===== src/hw/rtl/matrix_keypad_scanner_defines.svh =====
// Assertion macros for the keypad scanner.
// Each check is sampled on clk and is off while rst_n is low.
`ifndef MATRIX_KEYPAD_SCANNER_DEFINES_SVH
`define MATRIX_KEYPAD_SCANNER_DEFINES_SVH

`ifndef NO_ASSERTIONS
`define KPS_ASSERT_SAME(label, ante, cons) \
  label: assert property (@(posedge clk) disable iff (!rst_n) (ante) |-> (cons)) \
    else $error("keypad scanner check failed");
`define KPS_ASSERT_NEXT(label, ante, cons) \
  label: assert property (@(posedge clk) disable iff (!rst_n) (ante) |=> (cons)) \
    else $error("keypad scanner check failed");
`else
`define KPS_ASSERT_SAME(label, ante, cons)
`define KPS_ASSERT_NEXT(label, ante, cons)
`endif

`endif


===== src/hw/rtl/kps_pkg.sv =====
`default_nettype none
package kps_pkg;

  localparam int DefNumColumns = 6;
  localparam int DefNumRows    = 4;

  // operation codes on in_op
  localparam logic [1:0] OP_TICK  = 2'd0;
  localparam logic [1:0] OP_CLEAR = 2'd1;
  localparam logic [1:0] OP_START = 2'd2;

  // configuration register indexes
  localparam logic [1:0] CFG_HOLD_TICKS  = 2'd0;
  localparam logic [1:0] CFG_CLICK_PAUSE = 2'd1;
  localparam logic [1:0] CFG_HOLD_PAUSE  = 2'd2;
  localparam logic [1:0] CFG_START_PAUSE = 2'd3;

  // column drive codes
  localparam logic [2:0] DRIVE_ALL = 3'd6;
  localparam logic [2:0] DRIVE_OFF = 3'd7;

  // event codes
  localparam logic [1:0] EV_NONE  = 2'd0;
  localparam logic [1:0] EV_CLICK = 2'd1;
  localparam logic [1:0] EV_HOLD  = 2'd2;

  typedef struct packed {
    logic [7:0] hold_ticks;
    logic [7:0] click_pause;
    logic [7:0] hold_pause;
    logic [7:0] start_pause;
  } cfg_t;

  typedef struct packed {
    logic [2:0] col_drive;
    logic [7:0] key_code;
    logic       stay_boot;
    logic       held_on_start;
    logic [1:0] event_res;
  } res_t;

endpackage
`default_nettype wire


===== src/hw/rtl/kps_cfg.sv =====
`default_nettype none
module kps_cfg (
  input  wire logic          clk,
  input  wire logic          rst_n,
  input  wire logic          cfg_we,
  input  wire logic [1:0]    cfg_addr,
  input  wire logic [7:0]    cfg_wdata,
  output kps_pkg::cfg_t      cfg
);
  import kps_pkg::*;

  cfg_t cfg_r;

  always_ff @(posedge clk) begin
    if (!rst_n) begin
      cfg_r.hold_ticks  <= 8'd40;
      cfg_r.click_pause <= 8'd10;
      cfg_r.hold_pause  <= 8'd50;
      cfg_r.start_pause <= 8'd5;
    end else if (cfg_we) begin
      case (cfg_addr)
        CFG_HOLD_TICKS:  cfg_r.hold_ticks  <= cfg_wdata;
        CFG_CLICK_PAUSE: cfg_r.click_pause <= cfg_wdata;
        CFG_HOLD_PAUSE:  cfg_r.hold_pause  <= cfg_wdata;
        CFG_START_PAUSE: cfg_r.start_pause <= cfg_wdata;
        default: ;
      endcase
    end
  end

  assign cfg = cfg_r;

endmodule
`default_nettype wire


===== src/hw/rtl/kps_core.sv =====
`default_nettype none
module kps_core #(
  parameter int NUM_COLUMNS = kps_pkg::DefNumColumns,
  parameter int NUM_ROWS    = kps_pkg::DefNumRows
) (
  input  wire logic          clk,
  input  wire logic          rst_n,
  input  wire logic          accept,
  input  wire logic [1:0]    op,
  input  wire logic [3:0]    rows_n,
  input  kps_pkg::cfg_t      cfg,
  output kps_pkg::res_t      res
);
  import kps_pkg::*;

  localparam logic [2:0] PH_IDLE       = 3'd0;
  localparam logic [2:0] PH_SCAN       = 3'd1;
  localparam logic [2:0] PH_DEBOUNCE   = 3'd2;
  localparam logic [2:0] PH_PAUSE      = 3'd3;
  localparam logic [2:0] PH_START1     = 3'd4;
  localparam logic [2:0] PH_START_WAIT = 3'd5;
  localparam logic [2:0] PH_START2     = 3'd6;

  localparam logic [3:0] LastCol = 4'(NUM_COLUMNS);

  logic [2:0] phase_r, phase_nxt;
  logic [2:0] column_r, column_nxt;
  logic [2:0] key_row_r, key_row_nxt;
  logic [7:0] tick_count_r, tick_count_nxt;
  logic [2:0] last_col_r, last_col_nxt;
  logic [2:0] last_row_r, last_row_nxt;
  logic       boot_flag_r, boot_flag_nxt;
  logic       start_found_r, start_found_nxt;
  logic [1:0] ev;
  logic [2:0] row_id;
  logic [7:0] tc_inc;
  logic [7:0] tc_dec;

  // lowest low row wins: walk from the top down so the last hit is the lowest
  always_comb begin
    row_id = 3'd0;
    for (int r = NUM_ROWS - 1; r >= 0; r--) begin
      if (!rows_n[r]) begin
        row_id = 3'(r + 1);
      end
    end
  end

  assign tc_inc = tick_count_r + 8'd1;
  assign tc_dec = tick_count_r - 8'd1;

  always_comb begin
    phase_nxt       = phase_r;
    column_nxt      = column_r;
    key_row_nxt     = key_row_r;
    tick_count_nxt  = tick_count_r;
    last_col_nxt    = last_col_r;
    last_row_nxt    = last_row_r;
    boot_flag_nxt   = boot_flag_r;
    start_found_nxt = start_found_r;
    ev              = EV_NONE;
    case (op)
      OP_TICK: begin
        case (phase_r)
          PH_SCAN: begin
            if (row_id != 3'd0) begin
              key_row_nxt    = row_id;
              tick_count_nxt = 8'd0;
              phase_nxt      = PH_DEBOUNCE;
            end else if (({1'b0, column_r} + 4'd1) >= LastCol) begin
              column_nxt = 3'd0;
              phase_nxt  = PH_IDLE;
            end else begin
              column_nxt = column_r + 3'd1;
            end
          end
          PH_DEBOUNCE: begin
            if (row_id != key_row_r) begin
              last_col_nxt   = column_r + 3'd1;
              last_row_nxt   = key_row_r;
              ev             = EV_CLICK;
              tick_count_nxt = cfg.click_pause;
              phase_nxt      = (cfg.click_pause == 8'd0) ? PH_IDLE : PH_PAUSE;
            end else begin
              tick_count_nxt = tc_inc;
              if (tc_inc >= cfg.hold_ticks) begin
                if (column_r == 3'd0 && key_row_r == 3'd4) begin
                  boot_flag_nxt = 1'b1;
                end
                if (column_r == 3'd4 && key_row_r == 3'd3) begin
                  boot_flag_nxt = 1'b0;
                end
                ev             = EV_HOLD;
                tick_count_nxt = cfg.hold_pause;
                phase_nxt      = (cfg.hold_pause == 8'd0) ? PH_IDLE : PH_PAUSE;
              end
            end
          end
          PH_PAUSE: begin
            tick_count_nxt = tc_dec;
            if (tc_dec == 8'd0) begin
              phase_nxt = PH_IDLE;
            end
          end
          PH_START1: begin
            if (row_id == 3'd3) begin
              if (cfg.start_pause == 8'd0) begin
                phase_nxt = PH_START2;
              end else begin
                tick_count_nxt = cfg.start_pause;
                phase_nxt      = PH_START_WAIT;
              end
            end else begin
              phase_nxt = PH_IDLE;
            end
          end
          PH_START_WAIT: begin
            tick_count_nxt = tc_dec;
            if (tc_dec == 8'd0) begin
              phase_nxt = PH_START2;
            end
          end
          PH_START2: begin
            if (row_id == 3'd3) begin
              start_found_nxt = 1'b1;
              boot_flag_nxt   = 1'b1;
            end
            phase_nxt = PH_IDLE;
          end
          default: begin
            phase_nxt = PH_IDLE;
            if (row_id != 3'd0) begin
              column_nxt = 3'd0;
              phase_nxt  = PH_SCAN;
            end
          end
        endcase
      end
      OP_CLEAR: begin
        last_col_nxt = 3'd0;
        last_row_nxt = 3'd0;
      end
      OP_START: begin
        start_found_nxt = 1'b0;
        tick_count_nxt  = 8'd0;
        phase_nxt       = PH_START1;
      end
      default: ;
    endcase
  end

  always_ff @(posedge clk) begin
    if (!rst_n) begin
      phase_r       <= PH_IDLE;
      column_r      <= 3'd0;
      key_row_r     <= 3'd0;
      tick_count_r  <= 8'd0;
      last_col_r    <= 3'd0;
      last_row_r    <= 3'd0;
      boot_flag_r   <= 1'b0;
      start_found_r <= 1'b0;
    end else if (accept) begin
      phase_r       <= phase_nxt;
      column_r      <= column_nxt;
      key_row_r     <= key_row_nxt;
      tick_count_r  <= tick_count_nxt;
      last_col_r    <= last_col_nxt;
      last_row_r    <= last_row_nxt;
      boot_flag_r   <= boot_flag_nxt;
      start_found_r <= start_found_nxt;
    end
  end

  always_comb begin
    case (phase_nxt) inside
      PH_SCAN, PH_DEBOUNCE:              res.col_drive = column_nxt;
      PH_PAUSE:                          res.col_drive = DRIVE_OFF;
      PH_START1, PH_START_WAIT, PH_START2: res.col_drive = 3'd0;
      default:                           res.col_drive = DRIVE_ALL;
    endcase
  end

  assign res.key_code      = {1'b0, last_col_nxt, 1'b0, last_row_nxt};
  assign res.stay_boot     = boot_flag_nxt;
  assign res.held_on_start = start_found_nxt;
  assign res.event_res     = ev;

endmodule
`default_nettype wire


===== src/hw/rtl/kps_outreg.sv =====
`default_nettype none
module kps_outreg (
  input  wire logic          clk,
  input  wire logic          rst_n,
  input  wire logic          load,
  input  kps_pkg::res_t      res,
  input  wire logic          out_stall,
  output logic               out_valid,
  output kps_pkg::res_t      out_res
);
  import kps_pkg::*;

  logic valid_r;
  res_t res_r;

  always_ff @(posedge clk) begin
    if (!rst_n) begin
      valid_r <= 1'b0;
    end else if (load) begin
      valid_r <= 1'b1;
    end else if (!out_stall) begin
      valid_r <= 1'b0;
    end
  end

  always_ff @(posedge clk) begin
    if (!rst_n) begin
      res_r <= '0;
    end else if (load) begin
      res_r <= res;
    end
  end

  assign out_valid = valid_r;
  assign out_res   = res_r;

endmodule
`default_nettype wire


===== src/hw/rtl/matrix_keypad_scanner.sv =====
// Matrix keypad scanner with debounce, one step per 10 ms tick.
// Input channel (in_valid / in_stall): in_op selects a tick carrying the row
//   sample in_rows_n (active low), a key-code clear, or the start-up boot-key
//   check. in_rows_n must be sampled under the previous out_col_drive.
// Result channel (out_valid / out_stall): one result per input transfer with
//   the column drive for the next sample, the last clicked key code, the
//   stay-in-boot and held-on-start flags, and the click/hold event.
// Output: the result is registered and presented in the cycle after its input transfer.
// Throughput: one transfer per cycle while in_stall is low; the state update is a single pass of
//   logic between the state registers and the result register.
// Stall: while a result waits under out_stall, in_stall is raised and the
//   result holds; a result taken in the same cycle frees the slot at once.
// Reset (rst_n low, synchronous): idle with all columns driven, flags and
//   key code cleared, configuration back to 40 / 10 / 50 / 5.
// Configuration: cfg_we writes cfg_wdata to register cfg_addr (0 hold_ticks,
//   1 click_pause, 2 hold_pause, 3 start_pause); write only while idle.
`default_nettype none
`include "matrix_keypad_scanner_defines.svh"
module matrix_keypad_scanner #(
  parameter int NUM_COLUMNS = kps_pkg::DefNumColumns,
  parameter int NUM_ROWS    = kps_pkg::DefNumRows
) (
  input  wire logic       clk,
  input  wire logic       rst_n,
  input  wire logic       in_valid,
  output logic            in_stall,
  input  wire logic [1:0] in_op,
  input  wire logic [3:0] in_rows_n,
  output logic            out_valid,
  input  wire logic       out_stall,
  output logic [2:0]      out_col_drive,
  output logic [7:0]      out_key_code,
  output logic            out_stay_boot,
  output logic            out_held_on_start,
  output logic [1:0]      out_event_res,
  input  wire logic       cfg_we,
  input  wire logic [1:0] cfg_addr,
  input  wire logic [7:0] cfg_wdata
);
  import kps_pkg::*;

  cfg_t cfg;
  res_t res;
  res_t out_res;
  logic in_accept;

  // hold the input only while a finished result still waits downstream
  assign in_stall  = out_valid & out_stall;
  assign in_accept = in_valid & ~in_stall;

  kps_cfg u_cfg (
    .clk       (clk),
    .rst_n     (rst_n),
    .cfg_we    (cfg_we),
    .cfg_addr  (cfg_addr),
    .cfg_wdata (cfg_wdata),
    .cfg       (cfg)
  );

  // advance the scan state once per accepted transfer
  kps_core #(
    .NUM_COLUMNS (NUM_COLUMNS),
    .NUM_ROWS    (NUM_ROWS)
  ) u_core (
    .clk    (clk),
    .rst_n  (rst_n),
    .accept (in_accept),
    .op     (in_op),
    .rows_n (in_rows_n),
    .cfg    (cfg),
    .res    (res)
  );

  // result register: load on transfer, drop valid once taken
  kps_outreg u_outreg (
    .clk       (clk),
    .rst_n     (rst_n),
    .load      (in_accept),
    .res       (res),
    .out_stall (out_stall),
    .out_valid (out_valid),
    .out_res   (out_res)
  );

  assign out_col_drive     = out_res.col_drive;
  assign out_key_code      = out_res.key_code;
  assign out_stay_boot     = out_res.stay_boot;
  assign out_held_on_start = out_res.held_on_start;
  assign out_event_res     = out_res.event_res;

  `KPS_ASSERT_SAME(a_stall_needs_result, in_stall, out_valid)
  `KPS_ASSERT_NEXT(a_transfer_gives_result, in_accept, out_valid)
  `KPS_ASSERT_NEXT(a_flag_only_on_transfer, !in_accept, $stable(out_stay_boot))
  `KPS_ASSERT_SAME(a_event_code_legal, out_valid, out_event_res != 2'd3)

endmodule
`default_nettype wire


===== config.mk =====
export PLATFORM = sky130hd
export DESIGN_NAME = matrix_keypad_scanner
export DESIGN_NICKNAME = d
export VERILOG_FILES = /design/src/hw/rtl/kps_pkg.sv /design/src/hw/rtl/kps_cfg.sv /design/src/hw/rtl/kps_core.sv /design/src/hw/rtl/kps_outreg.sv /design/src/hw/rtl/matrix_keypad_scanner.sv
export VERILOG_INCLUDE_DIRS = /design/src /design/src/hw/rtl
export SDC_FILE = /design/constraint.sdc
export NUM_CORES = 1
export LEC_CHECK = 0
export ABC_AREA = 1
export BUFFER_PORTS_ARGS = -buffer_cell sky130_fd_sc_hd__buf_4
export CORE_MARGIN = 1
export CORE_UTILIZATION = 59
export DETAILED_ROUTE_END_ITERATION = 10
export HOLD_SLACK_MARGIN = 0.03
export PLACE_DENSITY = 0.8
export SLEW_MARGIN = 20
export SYNTH_ARGS = -nofsm -noshare
export SYNTH_HDL_FRONTEND = slang
export SYNTH_SLANG_ARGS = --single-unit

===== constraint.sdc =====
create_clock -name clk -period 3.7 [get_ports clk]
set_input_delay 0.185 -clock clk [delete_from_list [all_inputs] [get_ports clk]]
set_output_delay 0.185 -clock clk [all_outputs]
set_load 0.01 [all_outputs]

# Yosys cells after proc, flatten, opt, wreduce, memory -nomap -nowiden
# Index checks and enable logic that the tools add are counted.
# Widths: inputs -> output; s select.
# word_totals
output_inout_bits	17
reg_bits	69
# op_classes
reduce_logical	24
magnitude_cmp	2
bitwise_logic	3
eq_ne	33
n_mux	52
addsub	4
# op_table
op	count
$mux 3	22
$mux 8	5
$logic_not 8->1	4
$pmux 8 s4	1
$eq 3x3->1 const B	8
$pmux 3 s2	4
$eq 3x2->1 const B	6
$pmux 3 s6	1
$pmux 8 s2	1
$mux 2	7
$ne 2x1->1 const B	5
$mux 1	9
$add 8x1->8 const B	1
$ge 8x8->1	1
$reduce_and 2->1	4
$reduce_and 4->1	2
$sub 8x1->8 const B	1
$reduce_and 7->1	1
$eq 2x2->1 const B	3
$eq 3x1->1 const B	2
$ne 3x2->1 const B	2
$reduce_and 6->1	1
$ne 5x2->1 const B	1
$reduce_or 5->1	1
18 further kinds	25

# Longest topological paths before layout
# Gate-level depths: netlist of the first run.
# logic_depth
depth_word	13
depth_mapped	24

# By module
# Synthesis of the first run repeated with hierarchy kept, for this count alone.
# unflattened
hier_cells	755
hier_area_um2	4907.2
# by_module_without_submodules
module	instances	area_per_inst_um2	cells_per_inst
kps_core	1	2793.9	460
kps_cfg	1	1417.6	193
kps_outreg	1	675.6	98
matrix_keypad_scanner	1	20.0	4

# Least setup slack after synthesis of the first run
# OpenSTA, ideal clock, no wires.
# synth_timing
kind	flip-flop to flip-flop
from	reg u_core.tick_count_r[0]
to	reg u_outreg.res_r, in the netlist u_outreg.out_res[13]
period_less_slack_ps	2702
arrival_time_ps	2585
slack_ps	998
required_ps	3583
path_buffers	0
setup_time_ps	117
stages_incl_launch_ff	22
path_cell_list	dfxtp_1 -> inv_2 -> nor3_2 -> nand3_1 -> nor3_2 -> xor2_1 -> ha_1 -> nand2_1 -> inv_1 -> nor2_1 -> o21a_1 -> nand2_1 -> o21ai_0 -> nand2_1 -> nand2_1 -> nand2_1 -> nand2_2 -> nand2_4 -> o21ai_1 -> nor2_1 -> nor2_1 -> nor2_1
# synth_via
elab_chain_len	11
word_cells_on_any_way	21
cone_classes	add/sub: 2; order compare: 1; eq/ne: 6; mux: 9; reduce/logical: 3
# synth_rtl
item	line_no	source
start: declaration	kps_core.sv:29	logic [7:0] tick_count_r, tick_count_nxt;
start signal: assignment	kps_core.sv:166	tick_count_r <= tick_count_nxt;
$add 8x1->8	kps_core.sv:49	assign tc_inc = tick_count_r + 8'd1;
$ge 8x8->1	kps_core.sv:86	if (tc_inc >= cfg.hold_ticks) begin
$mux 3	kps_core.sv:86	
$mux 3	kps_core.sv:78	if (row_id != key_row_r) begin
$pmux 3 s6 *	kps_core.sv:64	case (phase_r)
$pmux 3 s2 *	kps_core.sv:62	case (op)
$eq 3x3->1 (no line)	--	
$reduce_or 3->1	kps_core.sv:175	case (phase_nxt) inside
$mux 3 (2 in a row)	kps_core.sv:175	
$mux 3 *	kps_core.sv:175	
end signal: assignment	kps_outreg.sv:30	res_r <= res;
end: declaration	kps_outreg.sv:14	res_t res_r;
# Every way passes the cells marked *; elsewhere a longest branch is shown, timed or not.
# A chain may end at the register's enable or synchronous reset.

# Worst setup path after layout of the first run
# Same ends and word-level chain as after synthesis.

==> flow_summary.json, run 1 <==
{
  "run_status": "completed",
  "hold_viol_final": 0,
  "critPathMaxFanout": 12,
  "peakVddDrop_v": 0.000255,
  "synth_top_cell_area_share_pct": 32.9,
  "finalMaxSlewViolations": 0,
  "postSynth.topFlopCell": "sky130_fd_sc_hd__dfxtp_1",
  "setup_viol": 0,
  "cts.clk_slew.worst_paths_ns": 0.07,
  "fin_crit_sh_pct": 88.6,
  "fin_nets": 633,
  "port_buffers": 35,
  "core_area_um2": 6310,
  "fillCellCount": 559,
  "antenna-diode-count": 0,
  "finalWirelength_um": 9440,
  "detail_route.iter0.violations": 381,
  "async_flop_share_pct": 0,
  "max_freq_mhz": 305,
  "worst_skew_ns": 0.0107,
  "critPathCaptureType": "flop",
  "final_util_pct": 68.9,
  "cts_root_buf": "sky130_fd_sc_hd__clkbuf_8",
  "drc_errors": 0,
  "minimum_clock_period_ns": 3.28,
  "ios": 38,
  "criticalPathCategory": "flop to flop",
  "clk_latency_ns": 0.35,
  "startpoint": "u_core.tick_count_r[0]$_SDFFE_PN0P_",
  "setup_tns_ns": 0,
  "postCtsSetupBuffers": 0,
  "numClockSinks": 63,
  "unrepaired_setup_endpoints_after_global_routing": "false",
  "fp.dieW_um": 82.7,
  "fraction_of_layout_cells_with_a_size_suffix_above_1_pct": 17.1,
  "syn_area_um2": 3840,
  "synth.most_common_cell": "sky130_fd_sc_hd__nand2_1",
  "cp-start-kind": "flop",
  "grt.total_usage_pct": 29.5,
  "placement_rows": 29,
  "synthesis.area_per_instance_um2": 6.78,
  "worst_ep_arrival_time_ns": 3.52,
  "cts_htree_levels": 3,
  "yosys_register_bits": 63,
  "yosys.area.top_type": "sky130_fd_sc_hd__dfxtp_1",
  "floorplan.initialDensity_pct": 60.8,
  "synth_area_leaders": "sky130_fd_sc_hd__dfxtp_1 33%, sky130_fd_sc_hd__nand2_1 10%, sky130_fd_sc_hd__inv_1 7.0%",
  "drv_cap": 0,
  "antenna_violations_before_repair": 0,
  "global_route_wire_length_before_repair_um": 15100,
  "syn_inst": 566,
  "netlist-cell-type-count": 46,
  "grt_pass1_vias": 3147,
  "cts_buffer_count": 9,
  "cts.repair.resized": 0,
  "grt_start_max_net_pins": 41,
  "final_ant_viol_nets": 0,
  "fp.dieArea_um2": 6830,
  "wl_per_cell_um": 13.9,
  "cts_hold_repair.buffers": 0,
  "max_slew.worst_pin.slew_ns": 0.575,
  "worstPathRequired_ns": 3.94,
  "synth_seq_area_share_pct": 32.9,
  "place_congestion": 0.897,
  "global_route_congestion_overflow_total": 0,
  "power.density_nw_per_um2": 358,
  "cts.path.max_buffers": 2,
  "static-leakage-power_nw": 1.94,
  "worst_hold_path_startpoint": "cfg_wdata[4]",
  "cts_tree": "built",
  "floorplan.die.height_um": 82.7,
  "post_detailed_placement_half_perimeter_wirelength_um": 7160,
  "yosysWarnings": 0,
  "detailed_routing_iterations_pass_1": 5,
  "slew-limit-headroom_pct": 61.4,
  "min-delay-path-class": "primary input to flop",
  "synth_enable_flop_cells": 0,
  "critical_path.reg2reg.startpoint": "u_core.tick_count_r[0]$_SDFFE_PN0P_",
  "syn_to_final_growth_pct": 13.3,
  "routed-via-count": 3795,
  "synth.cells.most_frequent": "102 x sky130_fd_sc_hd__nand2_1, 72 x sky130_fd_sc_hd__inv_1, 63 x sky130_fd_sc_hd__dfxtp_1, 61 x sky130_fd_sc_hd__nor2_1, 50 x sky130_fd_sc_hd__a21oi_1",
  "viasPerCell": 5.58
}
[final timing paths]
| kind | endpoint | slack (ns) | cells past startpoint |
|---|---|---|---|
| hold / removal | u_cfg.cfg[12]$_SDFFE_PN1P_ | 0.07 | 3 |
| setup reg to reg | u_outreg.out_res[13]$_SDFFE_PN0P_ | 0.42 | 21 |
| hold reg to reg | flop | 0.46 | 2 |
| setup / recovery | u_outreg.out_res[13]$_SDFFE_PN0P_ | 0.42 | 21 |
[metal layers]
layer | up-vias | GRT usage [%] | part of all wire, % | wire, um
li1 | 1902 | - | - | -
met1 | 1713 | 42.8 | 48 | 4500
met2 | 158 | 43.8 | 43 | 4090
met3 | 22 | 5.82 | 7.3 | 690
met4 | 0 | 8.62 | 1.6 | 150
met5 | - | 0 | 0 | 0
[power by group]
part	switching, mW	internal (mW)
sequential	0.0187	0.703
combinational	0.129	0.0696
clock	0.269	0.367
total	0.417	1.14
[critical path, cell delays in order, from the launching register on]
cell and delay [ns]:
sky130_fd_sc_hd__dfxtp_1 0.46, sky130_fd_sc_hd__inv_2 0.13, sky130_fd_sc_hd__nor3_2 0.24, sky130_fd_sc_hd__nand3_1 0.16, sky130_fd_sc_hd__nor3_2 0.17, sky130_fd_sc_hd__xor2_1 0.22
sky130_fd_sc_hd__ha_1 0.28, sky130_fd_sc_hd__nand2_1 0.07, sky130_fd_sc_hd__inv_1 0.03, sky130_fd_sc_hd__nor2_1 0.08, sky130_fd_sc_hd__o21a_1 0.14, sky130_fd_sc_hd__nand2_1 0.22
sky130_fd_sc_hd__o21ai_0 0.23, sky130_fd_sc_hd__nand2_1 0.07, sky130_fd_sc_hd__nand2_1 0.06, sky130_fd_sc_hd__nand2_1 0.06, sky130_fd_sc_hd__nand2_2 0.07, sky130_fd_sc_hd__nand2_4 0.07
sky130_fd_sc_hd__o21ai_1 0.19, sky130_fd_sc_hd__nor2_1 0.06, sky130_fd_sc_hd__nor2_1 0.10, sky130_fd_sc_hd__nor2_1 0.05
[registers in the layout, summed over array words and instances, names as in the netlist, named ones only]
register              flops
u_outreg.out_res          5
u_core.boot_flag_r        1
u_core.tick_count_r       8
u_core.key_row_r          3
u_outreg.out_valid        1
u_core.column_r           3
u_core.start_found_r      1
u_core.phase_r            3
u_cfg.cfg                32
[through the flow]
stage	hold slack (ns)	cells	total power [mW]	area (um^2)	setup WS [ns]
after CTS	0.0755	680	1.56	4350	0.488
after detailed placement	0.435	664	0.931	4140	0.516
final	0.0743	680	1.56	4350	0.420
after global routing	0.0907	680	1.62	4350	0.145
after floorplan	0.311	567	0.867	3840	0.998
after global placement	0.435	664	0.927	4140	0.665
[layout by cell type (no fill, tap or decap), drive strengths merged, types with 3 or more instances in the layout]
cell type,count
nand3,28
a21oi,53
clkbuf,14
inv,88
xor2,7
a22oi,5
nor2,72
nand4,3
nand2,113
buf,37
a211oi,7
o21ai,55
nor3,14
dfxtp,63
ha,14
o211ai,8
[final cells by class]
cell class	instances	area, um^2	share of cell area, %
clock inverters	2	37.5	0.863
clock buffers	14	173	3.97
inverters	90	340	7.82
flip-flops and latches	63	1260	29.0
well taps	77	96.3	2.21
repair buffers	37	278	6.38
multi-input cells	397	2160	49.8
[logic make-up after synthesis]
family,Yosys count,synth area share [%]
adders and majority gates,14,4.56
AOI/OAI and AO/OA,140,20.9
DFF,63,32.9
and+or+nand+nor,234,28.9
other,1,0.0977
buffers and inverters,107,10.9
xor gates and xnor gates,7,1.79
(Power assumes the default switching activity.)
==> inputs of run 2 (changes only) <==
- ABC_AREA: 1 -> not set
==> run 2 against run 1 <==
  * Utilization rose by 0.52 points
  * Combinational power is 13% lower
  * Flip-flop and latch count stayed put
  * Register-to-register slack worse by 0.05 ns
  * Sequential share of layout area rose by 1.0 points
  * Critical endpoint is now u_core.boot_flag_r$_SDFFE_PN0P_
  * Global-route usage grew 1.3 points
  * Via count fell by 4.6%
  * Critical path depth down 8
  * First-iteration DRC count up 2.9%
  * Synthesized cell count decreased by 14%
  * Die area fell by 1.3%
  * Non-clock buffer count up 3
==> flow_summary.json, run 2 <==
{
  "slew-limit-headroom_pct": 30.1,
  "yosys.area.top_type": "sky130_fd_sc_hd__dfxtp_1",
  "port_buffers": 35,
  "synth_enable_flop_cells": 0,
  "placement_rows": 28,
  "synth.most_common_cell": "sky130_fd_sc_hd__nand2_1",
  "placed_cell_area_um2": 4030,
  "cts_htree_levels": 3,
  "synthMuxAreaShare_pct": 3.44,
  "routed-via-count": 3622,
  "min-delay-path-class": "primary input to flop",
  "setup_viol": 0,
  "viasPerCell": 6.21,
  "fillCellCount": 499,
  "clk_latency_ns": 0.36,
  "postSynth.topFlopCell": "sky130_fd_sc_hd__dfxtp_1",
  "share_comb_of_total_power_pct": 12.1,
  "synth-compound-area-share_pct": 22.6,
  "synth_seq_area_share_pct": 33.3,
  "cts.clk_slew.worst_paths_ns": 0.07,
  "setup_tns_ns": 0,
  "fin_crit_sh_pct": 89.9,
  "cts_root_buf": "sky130_fd_sc_hd__clkbuf_8",
  "critPathCaptureType": "flop",
  "antenna-diode-count": 0,
  "grt.total_usage_pct": 30.9,
  "floorplan.die.height_um": 82.1,
  "cts_tree": "built",
  "max_freq_mhz": 301,
  "synthesis.area_per_instance_um2": 7.83,
  "cts_buffer_count": 9,
  "numClockSinks": 63,
  "layout_commonest_cell": "sky130_fd_sc_hd__nand2_1",
  "fp.dieArea_um2": 6740,
  "antenna_violations_before_repair": 0,
  "static-leakage-power_nw": 1.63,
  "power.density_nw_per_um2": 338,
  "worst_skew_ns": 0.0124,
  "final_ant_viol_nets": 0,
  "worst_ep_arrival_time_ns": 3.57,
  "synth_area_leaders": "sky130_fd_sc_hd__dfxtp_1 33%, sky130_fd_sc_hd__nand2_1 8.4%, sky130_fd_sc_hd__a21oi_1 4.6%",
  "drc_errors": 0,
  "max_slew.worst_pin.slew_ns": 1.04,
  "place_congestion": 0.889,
  "netlist-cell-type-count": 72,
  "finalWirelength_um": 9590,
  "wl_per_cell_um": 16.5,
  "critPathMaxFanout": 12,
  "ios": 38,
  "finalMaxSlewViolations": 0,
  "most-common-layout-cells": "85 x sky130_fd_sc_hd__nand2_1, 62 x sky130_fd_sc_hd__dfxtp_1, 41 x sky130_fd_sc_hd__nor2_1",
  "largest_register_ff_count": 32,
  "switching_share_pct": 29.3,
  "fp.dieW_um": 82.1,
  "syn_area_um2": 3790,
  "dominant_combinational_cell_family_by_area_after_synthesis": "simple AND/OR/NAND/NOR gates",
  "yosys_register_bits": 63,
  "detail_route.iter0.violations": 392,
  "minimum_clock_period_ns": 3.33,
  "worstPathRequired_ns": 3.94,
  "post_synth_fa_ha_maj_area_fraction_pct": 4.63,
  "detailed_routing_iterations_pass_1": 6,
  "switching_power_uw": 417,
  "criticalPathCategory": "flop to flop",
  "yosysWarnings": 0,
  "grt_pass1_vias": 3174,
  "grt_start_max_net_pins": 36,
  "async_flop_share_pct": 0,
  "unrepaired_setup_endpoints_after_global_routing": "false",
  "global_route_wire_length_before_repair_um": 15600,
  "postCtsSetupBuffers": 0,
  "cp-start-kind": "flop",
  "hold_viol_final": 0,
  "synth.cells.most_frequent": "85 x sky130_fd_sc_hd__nand2_1, 63 x sky130_fd_sc_hd__dfxtp_1, 41 x sky130_fd_sc_hd__nor2_1, 35 x sky130_fd_sc_hd__a21oi_1, 30 x sky130_fd_sc_hd__o21ai_0",
  "peakVddDrop_v": 0.000264,
  "post_synth_and_or_nand_nor_area_fraction_pct": 27.2,
  "fraction_of_layout_cells_with_a_size_suffix_above_1_pct": 14.6,
  "drv_cap": 0,
  "postLayoutCellArea_um2": 4210,
  "post_synth_xor_area_fraction_pct": 2.78,
  "syn_inst": 484,
  "syn_to_final_growth_pct": 11.1,
  "share_clk_of_total_power_pct": 37.7,
  "global_route_congestion_overflow_total": 0,
  "cts.path.max_buffers": 2,
  "floorplan.initialDensity_pct": 62.5,
  "post_detailed_placement_half_perimeter_wirelength_um": 6980,
  "fin_nets": 538,
  "cell_internal_pwr_mw": 1.01,
  "sequentialPowerShare_pct": 50.1,
  "synth_top_cell_area_share_pct": 33.3,
  "core_area_um2": 6060,
  "run_status": "completed"
}
[run 2: final cells by class]
cell class                      instances  area (um^2)  share of cell area (%)
Clock inverter                          7         48.8                    1.16
Clock buffer                            9          124                    2.94
Tap cell                               75         93.8                    2.23
Multi-Input combinational cell        371         2310                    54.9
Timing Repair Buffer                   40          300                    7.14
Inverter                               18         67.6                    1.61
Sequential cell                        63         1260                    30.0
[run 2: final timing paths]
check                               endpoint                                start  cells after the start  slack [ns]
max reg2reg  u_core.boot_flag_r$_SDFFE_PN0P_  u_core.tick_count_r[1]$_SDFFE_PN0P_                     13        0.37
min reg2reg       u_cfg.cfg[11]$_SDFFE_PN0P_           u_cfg.cfg[11]$_SDFFE_PN0P_                      2        0.47
max          u_core.boot_flag_r$_SDFFE_PN0P_  u_core.tick_count_r[1]$_SDFFE_PN0P_                     13        0.37
min          u_outreg.out_valid$_SDFFE_PN0P_                             in_valid                      2        0.05
[run 2: metal layers]
layer,vias to the layer above,global-route usage (%),part of all wire (%)
li1,1771,-,-
met1,1698,44.9,48
met2,134,43.8,43
met3,19,6.26,6.7
met4,0,13.0,1.9
met5,-,0,0
[run 2: critical path, cell delays in order (launching register included)]
cell	delay, ns
sky130_fd_sc_hd__dfxtp_1	0.51
sky130_fd_sc_hd__and3_1	0.20
sky130_fd_sc_hd__nand3_1	0.13
sky130_fd_sc_hd__nor2_1	0.18
sky130_fd_sc_hd__xor2_1	0.10
sky130_fd_sc_hd__ha_1	0.32
sky130_fd_sc_hd__nand4_1	0.11
sky130_fd_sc_hd__o31ai_2	0.24
sky130_fd_sc_hd__buf_4	0.24
sky130_fd_sc_hd__nor2b_1	0.20
sky130_fd_sc_hd__o2111ai_1	0.13
sky130_fd_sc_hd__a2111oi_1	0.51
sky130_fd_sc_hd__o2111ai_1	0.19
sky130_fd_sc_hd__o211a_1	0.16
[run 2: power groups by stage]
stage               clock [mW]  sequential [mW]  combinational, mW
detailed placement           0            0.728              0.169
finish                   0.537            0.714              0.173
CTS                      0.539            0.713              0.170
global placement             0            0.728              0.166
global route             0.568            0.715              0.191
floorplan                    0            0.723              0.113
[run 2: kinds of logic after synthesis]
group,after synthesis
AOI/OAI and AO/OA,126
muxes,13
other,1
DFF,63
and+or+nand+nor,204
xor gates and xnor gates,12
adders and majority gates,14
buffers and inverters,51
[run 2: repair_timing]
item | in CTS | in global routing
setup endpoints to repair | 0 | 1
hold buffers | 0 | 0
gates resized for setup | 0 | 2
endpoints found under the hold margin | 0 | 0
[run 2: metrics by stage]
step	hold slack, ns	instances	setup slack (ns)	util (%)	power [mW]
4_1_cts	0.0586	583	0.185	69.4	1.42
6_report	0.0547	583	0.374	69.4	1.42
5_1_grt	0.0696	583	0.0572	69.4	1.47
3_3_place_gp	0.411	567	0.419	66.5	0.894
2_1_floorplan	0.309	485	0.632	-	0.836
3_5_place_dp	0.420	567	0.215	66.5	0.897
